==> config.mk <==
export PLATFORM = sky130hd
export DESIGN_NAME = utf8_to_ucs2_stream_decoder
export DESIGN_NICKNAME = d
export VERILOG_FILES = /design/src/hdl/u2u_pkg.sv /design/src/hdl/u2u_step.sv /design/src/hdl/utf8_to_ucs2_stream_decoder.sv
export SDC_FILE = /design/constraint.sdc
export NUM_CORES = 1
export LEC_CHECK = 0
export BUFFER_PORTS_ARGS = -buffer_cell sky130_fd_sc_hd__buf_2
export CORE_UTILIZATION = 50
export DETAILED_ROUTE_END_ITERATION = 10
export PLACE_DENSITY = 0.76
export SETUP_SLACK_MARGIN = 0.15
export SYNTH_ARGS = -nofsm -noshare
export SYNTH_HDL_FRONTEND = slang
export SYNTH_HIERARCHICAL = 1
export SYNTH_SLANG_ARGS = --single-unit
==> constraint.sdc <==
create_clock -name clk_i -period 3.65 [get_ports clk_i]
set_input_delay 0.1825 -clock clk_i [delete_from_list [all_inputs] [get_ports clk_i]]
set_output_delay 0.1825 -clock clk_i [all_outputs]
set_load 0.005 [all_outputs]
==> src/hdl/u2u_pkg.sv <==
// Shared types and constants for the UTF-8 to 16-bit code unit decoder.
package u2u_pkg;

  localparam int unsigned UnitW   = 16;
  localparam int unsigned RemW    = 3;
  localparam int unsigned AddrW   = 3;
  localparam int unsigned DataW   = 32;

  localparam logic [UnitW-1:0] CapacityReset = 16'hFFFF;

  // Register index of the capacity register.
  localparam logic RegCapacity = 1'b0;

  // Decoder state carried from one byte to the next.
  typedef struct packed {
    logic [RemW-1:0]  remaining;
    logic [UnitW-1:0] bits;
    logic             cont_ok;
    logic             halted;
    logic [UnitW-1:0] count;
  } stream_state_t;

  localparam stream_state_t StreamReset = '{
    remaining: '0,
    bits:      '0,
    cont_ok:   1'b1,
    halted:    1'b0,
    count:     '0
  };

  // What one byte yields.
  typedef struct packed {
    logic             produce;
    logic [UnitW-1:0] unit;
    logic             wrote;
    logic             done;
    logic [UnitW-1:0] count;
  } step_result_t;

endpackage

==> src/hdl/u2u_step.sv <==
// Combinational next-state and result logic for one UTF-8 byte.
module u2u_step (
  input  u2u_pkg::stream_state_t    state_i,
  input  logic [7:0]                byte_i,
  input  logic                      last_i,
  input  logic [u2u_pkg::UnitW-1:0] capacity_i,
  output u2u_pkg::stream_state_t    state_o,
  output u2u_pkg::step_result_t     result_o
);
  import u2u_pkg::*;

  stream_state_t nxt;
  logic          complete;
  logic          wrote;
  logic [UnitW-1:0] unit;

  always_comb begin
    nxt      = state_i;
    complete = 1'b0;
    wrote    = 1'b0;
    unit     = '0;

    if (!state_i.halted) begin
      if (state_i.remaining == '0) begin
        if (!byte_i[7]) begin
          nxt.bits = {8'h00, byte_i};
          complete = 1'b1;
        end else if (!byte_i[6]) begin
          // A continuation byte where a lead byte belongs stops decoding.
          nxt.halted = 1'b1;
        end else begin
          if (!byte_i[5]) begin
            nxt.remaining = 3'd1;
            nxt.bits      = {11'd0, byte_i[4:0]};
          end else if (!byte_i[4]) begin
            nxt.remaining = 3'd2;
            nxt.bits      = {12'd0, byte_i[3:0]};
          end else if (!byte_i[3]) begin
            nxt.remaining = 3'd3;
            nxt.bits      = {13'd0, byte_i[2:0]};
          end else if (!byte_i[2]) begin
            nxt.remaining = 3'd4;
            nxt.bits      = {14'd0, byte_i[1:0]};
          end else begin
            nxt.remaining = 3'd5;
            nxt.bits      = {15'd0, byte_i[0]};
          end
          nxt.cont_ok = 1'b1;
        end
      end else begin
        if (byte_i[7:6] != 2'b10) begin
          nxt.cont_ok = 1'b0;
        end
        nxt.bits      = {state_i.bits[UnitW-7:0], byte_i[5:0]};
        nxt.remaining = state_i.remaining - 3'd1;
        complete      = (state_i.remaining == 3'd1);
      end

      if (complete) begin
        if (state_i.count >= capacity_i) begin
          nxt.halted = 1'b1;
        end else begin
          unit      = nxt.cont_ok ? nxt.bits : '0;
          nxt.count = state_i.count + 16'd1;
          wrote     = 1'b1;
        end
        nxt.bits    = '0;
        nxt.cont_ok = 1'b1;
      end
    end
  end

  assign result_o.produce = wrote | last_i;
  assign result_o.unit    = unit;
  assign result_o.wrote   = wrote;
  assign result_o.done    = last_i;
  assign result_o.count   = nxt.count;

  // The end of a string returns the decoder to its starting state.
  assign state_o = last_i ? StreamReset : nxt;

endmodule

==> src/hdl/utf8_to_ucs2_stream_decoder.sv <==
// Top level of the UTF-8 to 16-bit code unit stream decoder.
//
// The decoder takes one UTF-8 byte per item and turns each complete sequence
// (one to six bytes, length set by the lead byte) into one item holding the
// low 16 bits of the code point, or zero when a continuation byte of the
// sequence was not of the form 10xxxxxx. A byte flagged end_of_input always
// yields an item with done_res set and the count of units written in the
// string; an unfinished sequence at that point is dropped, and the decoder
// then starts over for the next string. A stray continuation byte in lead
// position, or a unit that would exceed the capacity register, stops
// decoding until the end flag. Bytes that neither complete a unit nor end the
// string produce no item. The block takes one byte every clock while the
// output is not stalled: a byte is captured in an input register, decoded
// by a single pass of logic against the stream state, and its item is
// registered in the output register when the byte moves on. A stalled
// output holds the pipeline: the input register can still take one byte
// while it is empty, and once it holds a byte the input stalls until the
// output register is read. The capacity register (reset 65535) sits at
// byte address 0 of the APB port and should be written only while the
// decoder is idle.
module utf8_to_ucs2_stream_decoder (
  input  logic                      clk_i,
  input  logic                      rst_ni,
  input  logic                      in_valid_i,
  output logic                      in_ready_o,
  input  logic [7:0]                in_byte_i,
  input  logic                      end_of_input_i,
  output logic                      out_valid_o,
  input  logic                      out_ready_i,
  output logic [u2u_pkg::UnitW-1:0] code_unit_o,
  output logic                      unit_valid_o,
  output logic                      done_res_o,
  output logic [u2u_pkg::UnitW-1:0] units_written_o,
  input  logic                      psel,
  input  logic                      penable,
  input  logic                      pwrite,
  input  logic [u2u_pkg::AddrW-1:0] paddr,
  input  logic [u2u_pkg::DataW-1:0] pwdata,
  output logic [u2u_pkg::DataW-1:0] prdata,
  output logic                      pready
);
  import u2u_pkg::*;

  // Configuration register.
  logic [UnitW-1:0] capacity_q;
  logic             cfg_write;

  assign pready    = 1'b1;
  assign cfg_write = psel & penable & pwrite & (paddr[AddrW-1] == RegCapacity);
  assign prdata    = (paddr[AddrW-1] == RegCapacity) ? {16'd0, capacity_q} : '0;

  always_ff @(posedge clk_i or negedge rst_ni) begin
    if (!rst_ni) begin
      capacity_q <= CapacityReset;
    end else if (cfg_write) begin
      capacity_q <= pwdata[UnitW-1:0];
    end
  end

  // Input register.
  logic       in_vld_q;
  logic [7:0] in_byte_q;
  logic       in_end_q;
  logic       advance;
  logic       in_accept;

  // The captured byte moves on whenever the output register can take a result.
  assign advance    = in_vld_q & (~out_valid_o | out_ready_i);
  assign in_ready_o = ~in_vld_q | advance;
  assign in_accept  = in_valid_i & in_ready_o;

  always_ff @(posedge clk_i or negedge rst_ni) begin
    if (!rst_ni) begin
      in_vld_q <= 1'b0;
    end else if (in_accept) begin
      in_vld_q <= 1'b1;
    end else if (advance) begin
      in_vld_q <= 1'b0;
    end
  end

  always_ff @(posedge clk_i) begin
    if (in_accept) begin
      in_byte_q <= in_byte_i;
      in_end_q  <= end_of_input_i;
    end
  end

  // Stream state and the decode step.
  stream_state_t state_q;
  stream_state_t state_d;
  step_result_t  result;

  u2u_step u_step (
    .state_i    (state_q),
    .byte_i     (in_byte_q),
    .last_i     (in_end_q),
    .capacity_i (capacity_q),
    .state_o    (state_d),
    .result_o   (result)
  );

  always_ff @(posedge clk_i or negedge rst_ni) begin
    if (!rst_ni) begin
      state_q <= StreamReset;
    end else if (advance) begin
      state_q <= state_d;
    end
  end

  // Output register.
  logic             out_vld_q;
  logic [UnitW-1:0] unit_q;
  logic             wrote_q;
  logic             done_q;
  logic [UnitW-1:0] count_q;

  always_ff @(posedge clk_i or negedge rst_ni) begin
    if (!rst_ni) begin
      out_vld_q <= 1'b0;
    end else if (advance) begin
      out_vld_q <= result.produce;
    end else if (out_ready_i) begin
      out_vld_q <= 1'b0;
    end
  end

  always_ff @(posedge clk_i) begin
    if (advance && result.produce) begin
      unit_q  <= result.unit;
      wrote_q <= result.wrote;
      done_q  <= result.done;
      count_q <= result.count;
    end
  end

  assign out_valid_o     = out_vld_q;
  assign code_unit_o     = unit_q;
  assign unit_valid_o    = wrote_q;
  assign done_res_o      = done_q;
  assign units_written_o = count_q;

endmodule
==> key figures, run 1 <==
Drt
  – DR DRC count: 0
  – Vias per inst: 5.370
  – Post-DR wirelength/cell: 15.02 um
  – Final WL: 10710 um
  – Vias: 3829
  – Pre-Repair DR Iteration Count: 5
  – Antenna Nets Post-Route: 0
  – Iter 0 DRT Violations: 240

Pwr
  – Clock Power Share: 18.7%
  – Max rail drop VDD: 0.3358 mV
  – Switching power share of the total: 37.08%
  – Int Pwr: 2.266 mW
  – Sequential fraction of design power: 45.4%
  – Pwr dens: 577.6 nW/um^2
  – Combinational fraction of design power: 35.9%
  – Psw: 1.336 mW
  – Leak pwr: 2.867 nW

STA
  – Clk_skew: 0.007558 ns
  – Slew Viols, Final: 0
  – Final hold viol count: 0
  – RSZ-0062 raised after global routing: no
  – Minimum clock period after layout: 3.116 ns
  – Measured slew at the worst slew-check pin: 0.9799 ns
  – Fmax: 0.3209 GHz
  – Slew HR: 34.67%
  – Setup TNS: 0 ns
  – Period utilization: 85.37%
  – # setup viols final: 0

Setup path
  – CP top delay family: simple AND/OR/NAND/NOR gates
  – Worst-path cell chain: inv_1, ha_1, nand4_1, or3_4, a311oi_4, nor3_4, or2_2, nand2_1, nor2_2, buf_12
  – Worst path slowest cell: dfstp_2
  – Critical Path Fanout Max: 34
  – WS Path Type: flip-flop to flip-flop
  – Delay of the slowest cell on the worst path: 0.56 ns
  – Req. time, crit path: 3.78 ns
  – Worst EP arrival: 3.25 ns
  – Startpoint type of the worst setup path: flip-flop
  – CP Buf/Inv Count: 2
  – Worst setup EP type: flip-flop

Worst hold path
  – Hold crit path type: primary input to flip-flop

GRT
  – Met2 Use GR: 30.41%
  – Vias in the first global route: 3628
  – Pin count of the biggest net entering global routing: 41
  – Met3 Track Usage GR: 4.134%
  – First-pass GRT wire length: 17760 um
  – Busiest grt layer: met2
  – Initial antenna violation count: 0
  – GR Util met1: 28.42%
  – Overflow after GRT: 0
  – Gr usage total: 20.24%

Layout
  – Commonest non-fill, non-tap cell in the layout: buf_2
  – Synth-to-Final Area Change: 13.76%
  – FILL cells: 891
  – Share of post-route cells with drive strength above 1: 34.32%
  – Register area: 2689 um^2
  – Multi-input gate area: 2525 um^2
  – Ant. Diodes: 0
  – Final core occ: 59.60%
  – Most frequent cells in the layout: 84 x buf_2, 50 x mux2_2, 43 x edfxtp_1, 43 x nor2_1, 38 x dfrtp_1
  – Nets: 643

CTS
  – H-Tree Depth: 3
  – Sink Count: 98
  – CTS tree: yes
  – Total CTS buffers: 9
  – Root buf cell: clkbuf_8
  – Max Root-Sink Buffers: 2
  – CTS clk-pin slew, worst paths: 0.10 ns
  – Buffers inserted by post-CTS timing repair: 0
  – Post-CTS Resized: 0
  – Clk_lat worst skew: 0.38 ns

Placed design
  – Hpwl dp: 7545 um
  – Gpl congestion: 0.8110
  – IO Port Bufs: 84

Synth
  – Register area share after synthesis: 49.05%
  – Post-synth EDFFs: 43
  – Mapped cell area: 5482 um^2
  – Cells after Synth: 482
  – Post-synthesis area per instance: 11.37 um^2
  – Synth warn: 6
  – Async SR Flop Fraction: 56.12%
  – Post-synth top flop: edfxtp_1
  – Synth Register Bits: 98
  – Distinct cells, synth: 47

Run
  – Max Cap Viol: 0

Die
  – Initial core utilization: 52.39%
  – Die area: 11390 um^2
  – Die Ht: 106.7 um
  – Core area: 10460 um^2
  – I/O pin total: 120
  – Die Width: 106.7 um
  – Row count: 37

Run status
  – Outcome: finished, final reports clean
[cell type report]
| class | count | share of cell area, % |
|---|---|---|
| flip-flops and latches | 98 | 43.12 |
| multi-input cells | 341 | 40.49 |
| repair buffers | 101 | 9.430 |
| well taps | 136 | 2.729 |
| clock buffers | 9 | 1.986 |
| inverters | 21 | 1.264 |
| clock inverters | 7 | 0.9831 |
[metal layers]
metal | share of wire [%] | wire length (um)
met5 | 0 | 0
met4 | 1.9 | 202
met3 | 5.6 | 597
met2 | 45 | 4808
met1 | 48 | 5103
[cells by family (layout without fill, tap and decap cells)]
group	Yosys count	in the layout	synth area share [%]
mux	63	63	13.74
compound gates	69	69	8.537
other cells	2	17	0.1370
fa+ha+maj	20	20	4.565
flops	98	98	49.05
simple gates	157	157	15.61
xor+xnor	15	15	2.397
buf+inv	58	138	5.957
[power by group through the flow]
stage	logic, mW	clock network [mW]	registers, mW
2_1_floorplan	0.924	0	1.62
4_1_cts	1.29	0.691	1.64
3_5_place_dp	1.27	0	1.66
5_1_grt	1.43	0.737	1.67
3_3_place_gp	1.23	0	1.65
6_report	1.29	0.674	1.64
[worst register-to-register path, stage by stage, from the launching register on]
cell and delay [ns]:
dfstp_2 0.56, inv_1 0.05, ha_1 0.30, nand4_1 0.15, or3_4 0.44, a311oi_4 0.50
nor3_4 0.20, or2_2 0.32, nand2_1 0.10, nor2_2 0.05, buf_12 0.17
[state kept, by name (all words and copies together), names as in the netlist]
register	count
state_q	37
capacity_q	16
code_unit_o	16
units_written_o	16
in_byte_q	8
done_res_o	1
in_end_q	1
in_vld_q	1
out_valid_o	1
unit_valid_o	1
[metrics by stage]
stage	cell area (um^2)	worst slack, ns	hold slack (ns)	total power, mW	instances
5_1_grt	6236	0.3596	0.007797	3.837	713
3_5_place_dp	5941	0.5954	0.3623	2.932	686
6_report	6236	0.5338	0.02285	3.602	713
4_1_cts	6236	0.5649	0.005218	3.616	713
2_1_floorplan	5540	0.3330	-0.1131	2.548	497
3_3_place_gp	5941	0.6270	0.3631	2.879	686
[timing repair]
action	4_1_cts	5_1_grt
hold endpoints to repair	46	0
hold buffers	11	0
setup endpoints to repair	0	0
[Yosys cell counts, drive strengths merged (5+ instances only)]
cell | n | share of area, %
a211oi | 7 | 0.96
a21oi | 20 | 1.8
a22oi | 21 | 2.9
and2b | 6 | 0.82
and3 | 7 | 0.98
buf | 25 | 3.7
clkbuf | 12 | 0.82
dfrtp | 38 | 17
dfstp | 17 | 8.1
edfxtp | 43 | 24
ha | 20 | 4.6
inv | 21 | 1.4
mux2 | 62 | 14
nand2 | 32 | 2.3
nand2b | 6 | 0.73
nand3 | 6 | 0.55
nand4 | 5 | 0.57
nor2 | 44 | 3.0
nor2b | 30 | 3.4
nor4 | 7 | 0.80
o21ai | 11 | 1.0
xnor2 | 6 | 0.96
xor2 | 9 | 1.4
[final timing paths]
path	startpoint	end	slack (ns)	cells past startpoint
worst max register to register	capacity_q[15]	code_unit_o[2]	0.53	10
max in group asynchronous	rst_ni	capacity_q[2]	2.31	3
worst max-delay path	capacity_q[15]	code_unit_o[2]	0.53	10
worst min-delay path	pwdata[7]	capacity_q[7]	0.02	2
min in group asynchronous	rst_ni	state_q[0]	0.50	2
worst min register to register	state_q[33]	state_q[33]	0.55	1
Note: power is estimated with default switching activity, not from simulation.
==> run 2: changes to the inputs <==
- CORE_UTILIZATION: 50 -> 40
- PLACE_DENSITY: 0.76 -> 0.63
==> run 2 against run 1 <==
  * Clock skew is 0.0026 ns higher
  * Combinational power hardly changed
  * Clock power is 38% higher
  * Core utilization is 12 points lower
  * First-iteration DRC count is 18% lower
  * Cell count is 4.5% higher
  * Sequential share of layout area is 0.45 points lower
  * Via count is 0.97% lower
  * Flip-flop and latch count stayed put
  * Die area is 25% higher
  * Clock-buffer cell count is 3 higher
  * Critical path type unchanged
  * Largest cell class unchanged
==> key figures, run 2 (same netlist as run 1, synthesis figures left out) <==
Placed design
  – Hpwl dp: 7550 um (about the same)
  – Gpl congestion: 0.8176 (+0.81%)
  – IO Port Bufs: 84 (unchanged)
  – Pre-CTS WS: 0.4610 ns (-0.1344 ns)
  – Placed cell count: 726 (+5.8%)

Layout
  – Synth-to-Final Area Change: 14.95%
  – Nets: 635 (-1.2%)
  – Share of post-route cells with drive strength above 1: 34.27% (-0.045 points)
  – FILL cells: 1224 (+37%)
  – Top reg by flops: state_q
  – Post-Layout Cell Count: 745 (+4.5%)
  – Most frequent cells in the layout: 84 x buf_2, 50 x mux2_2, 43 x edfxtp_1, 43 x nor2_1, 38 x dfrtp_1
  – Ant. Diodes: 0 (unchanged)
  – Register area: 2689 um^2 (unchanged)
  – Multi-input gate area: 2530 um^2 (+0.20%)
  – Commonest non-fill, non-tap cell in the layout: buf_2
  – Max reg flops: 37 (unchanged)

Die
  – I/O pin total: 120 (unchanged)
  – Die Ht: 119.1 um (+12%)
  – Core area: 13300 um^2 (+27%)
  – Initial core utilization: 41.23% (-11 points)
  – Die Width: 119.1 um (+12%)
  – Row count: 42 (+14%)
  – Die area: 14180 um^2 (+25%)

Setup path
  – Worst EP arrival: 3.39 ns (+0.14 ns)
  – WS Path Type: flip-flop to flip-flop
  – Startpoint type of the worst setup path: flip-flop
  – Worst setup EP type: flip-flop
  – Reg2Reg Setup Slack: 0.49 ns (-0.04 ns)
  – Req. time, crit path: 3.88 ns (+0.10 ns)
  – Delay of the slowest cell on the worst path: 0.54 ns (-0.02 ns)
  – Worst reg2reg path depth: 10 (unchanged)
  – Worst-path cell chain: inv_1, ha_1, nand4_1, or3_4, a311oi_4, nor3_4, buf_4, nand4_1, mux2_2, mux2_2
  – Critical R2R Capture: state_q[5]
  – Critical Path Fanout Max: 9 (-74%)
  – Worst path slowest cell: dfstp_2
  – RR Startpoint: capacity_q[15]

Worst hold path
  – Hold Crit Endpoint: in_byte_q[4]
  – Hold depth: 1 (-1)
  – Hold crit path type: primary input to flip-flop
  – Hold Crit Start: in_byte_i[4]

CTS
  – Max Root-Sink Buffers: 2 (unchanged)
  – Post-CTS Resized: 0 (unchanged)
  – CTS tree: yes
  – Sink Count: 98 (unchanged)
  – CTS clk-pin slew, worst paths: 0.06 ns (-0.04 ns)
  – Hold buffer count at cts: 3 (-8)
  – Clk_lat worst skew: 0.35 ns (-0.03 ns)
  – Buffers inserted by post-CTS timing repair: 0 (unchanged)
  – Root buf cell: clkbuf_16
  – Total CTS buffers: 9 (unchanged)
  – H-Tree Depth: 3 (unchanged)

STA
  – Final hold viol count: 0 (unchanged)
  – RSZ-0062 raised after global routing: no
  – Slew Viols, Final: 0 (unchanged)
  – Clk_skew: 0.01017 ns (+0.002610 ns)
  – Minimum clock period after layout: 3.156 ns (+0.03979 ns)
  – Period utilization: 86.46% (+1.1 points)
  – Setup TNS: 0 ns (unchanged)
  – Slew HR: 33.98% (-0.69 points)
  – Measured slew at the worst slew-check pin: 0.9879 ns (+0.008001 ns)
  – Fmax: 0.3169 GHz (-1.3%)
  – # setup viols final: 0 (unchanged)
  – Final setup margin: 0.4940 ns (-0.03979 ns)

Drt
  – Antenna Nets Post-Route: 0 (unchanged)
  – DR DRC count: 0 (unchanged)
  – Iter 0 DRT Violations: 198 (-18%)
  – Post-DR wirelength/cell: 14.54 um (-3.2%)
  – Pre-Repair DR Iteration Count: 4 (-1)
  – Final WL: 10830 um (+1.1%)
  – Vias: 3792 (-0.97%)
  – Vias per inst: 5.090 (-5.2%)

GRT
  – Vias in the first global route: 3631 (+0.083%)
  – Gr usage total: 15.97% (-4.3 points)
  – GR Util met1: 20.91% (-7.5 points)
  – First-pass GRT wire length: 17850 um (+0.51%)
  – Initial antenna violation count: 0 (unchanged)
  – Busiest grt layer: met2
  – Met2 Use GR: 25.84% (-4.6 points)
  – Overflow after GRT: 0 (unchanged)
  – Pin count of the biggest net entering global routing: 38 (-7.3%)
  – Met3 Track Usage GR: 2.778% (-1.4 points)

Pwr
  – Max rail drop VDD: 0.2889 mV (-14%)
  – Total Power: 3.860 mW (+7.1%)
  – Leak pwr: 2.874 nW (+0.25%)
  – Pwr dens: 612.5 nW/um^2 (+6.0%)

Run status
  – Outcome: finished, final reports clean

Run
  – Max Cap Viol: 0 (unchanged)
[run 2: cell types whose count changed in the layout (fill, tap and decap cells not counted), moves of 2 or more]
cell | before | now
clkbuf_16 | 0 | 9
clkinv_4 | 2 | 0
inv_8 | 2 | 0
clkbuf_1 | 0 | 3
dlygate4sd3_1 | 11 | 3
clkbuf_8 | 9 | 0
[run 2: worst max-delay path, delay by kind of cell, from the launching register on]
family	cells	cell delay, ns
and+or+nand+nor	4	0.84
AOI/OAI and AO/OA	1	0.50
buffers and inverters	2	0.25
DFF	1	0.54
muxes	2	0.61
adders and majority gates	1	0.30
[run 2: area by class of cell]
class	count	area share [%]
multi-input combinational	341	40.15
clock inverter	4	0.8141
inverter	21	1.251
sequential	98	42.67
timing repair buffer	93	7.863
tap	176	3.495
clock buffer	12	3.753
[run 2: per-stage QoR]
| step | hold WS [ns] | instance area [um^2] | util (%) |
|---|---|---|---|
| 6_report | 0.009020 | 6301 | 47.39 |
| 5_1_grt | 0.003580 | 6301 | 47.39 |
| 4_1_cts | 0.001282 | 6301 | 47.39 |
| 3_5_place_dp | 0.2437 | 5983 | 45.00 |
| 3_3_place_gp | 0.2369 | 5983 | 45.00 |
| 2_1_floorplan | -0.1131 | 5540 | - |
[run 2: worst max-delay path by stage]
stage | depth (start not counted) | startpoint | to | slack (ns)
2_1_floorplan | 9 | capacity_q[2] | code_unit_o[0] | 0.33
3_3_place_gp | 9 | capacity_q[2] | code_unit_o[6] | 0.55
3_5_place_dp | 9 | capacity_q[2] | units_written_o[4] | 0.46
4_1_cts | 9 | capacity_q[2] | units_written_o[7] | 0.44
5_1_grt | 9 | capacity_q[1] | units_written_o[7] | 0.30
6_report | 10 | capacity_q[15] | state_q[5] | 0.49
[run 2: layer usage]
layer / part of all wire (%) / up-vias
li1: - / 1840
met1: 46 / 1804
met2: 47 / 133
met3: 5.4 / 15
met4: 1.9 / 0
met5: 0 / -
[run 2: power by group]
part	total (mW)	switching [mW]	internal, mW
Clock	0.932	0.398	0.533
Combinational	1.29	0.756	0.533
Sequential	1.64	0.170	1.47
Total	3.86	1.32	2.53
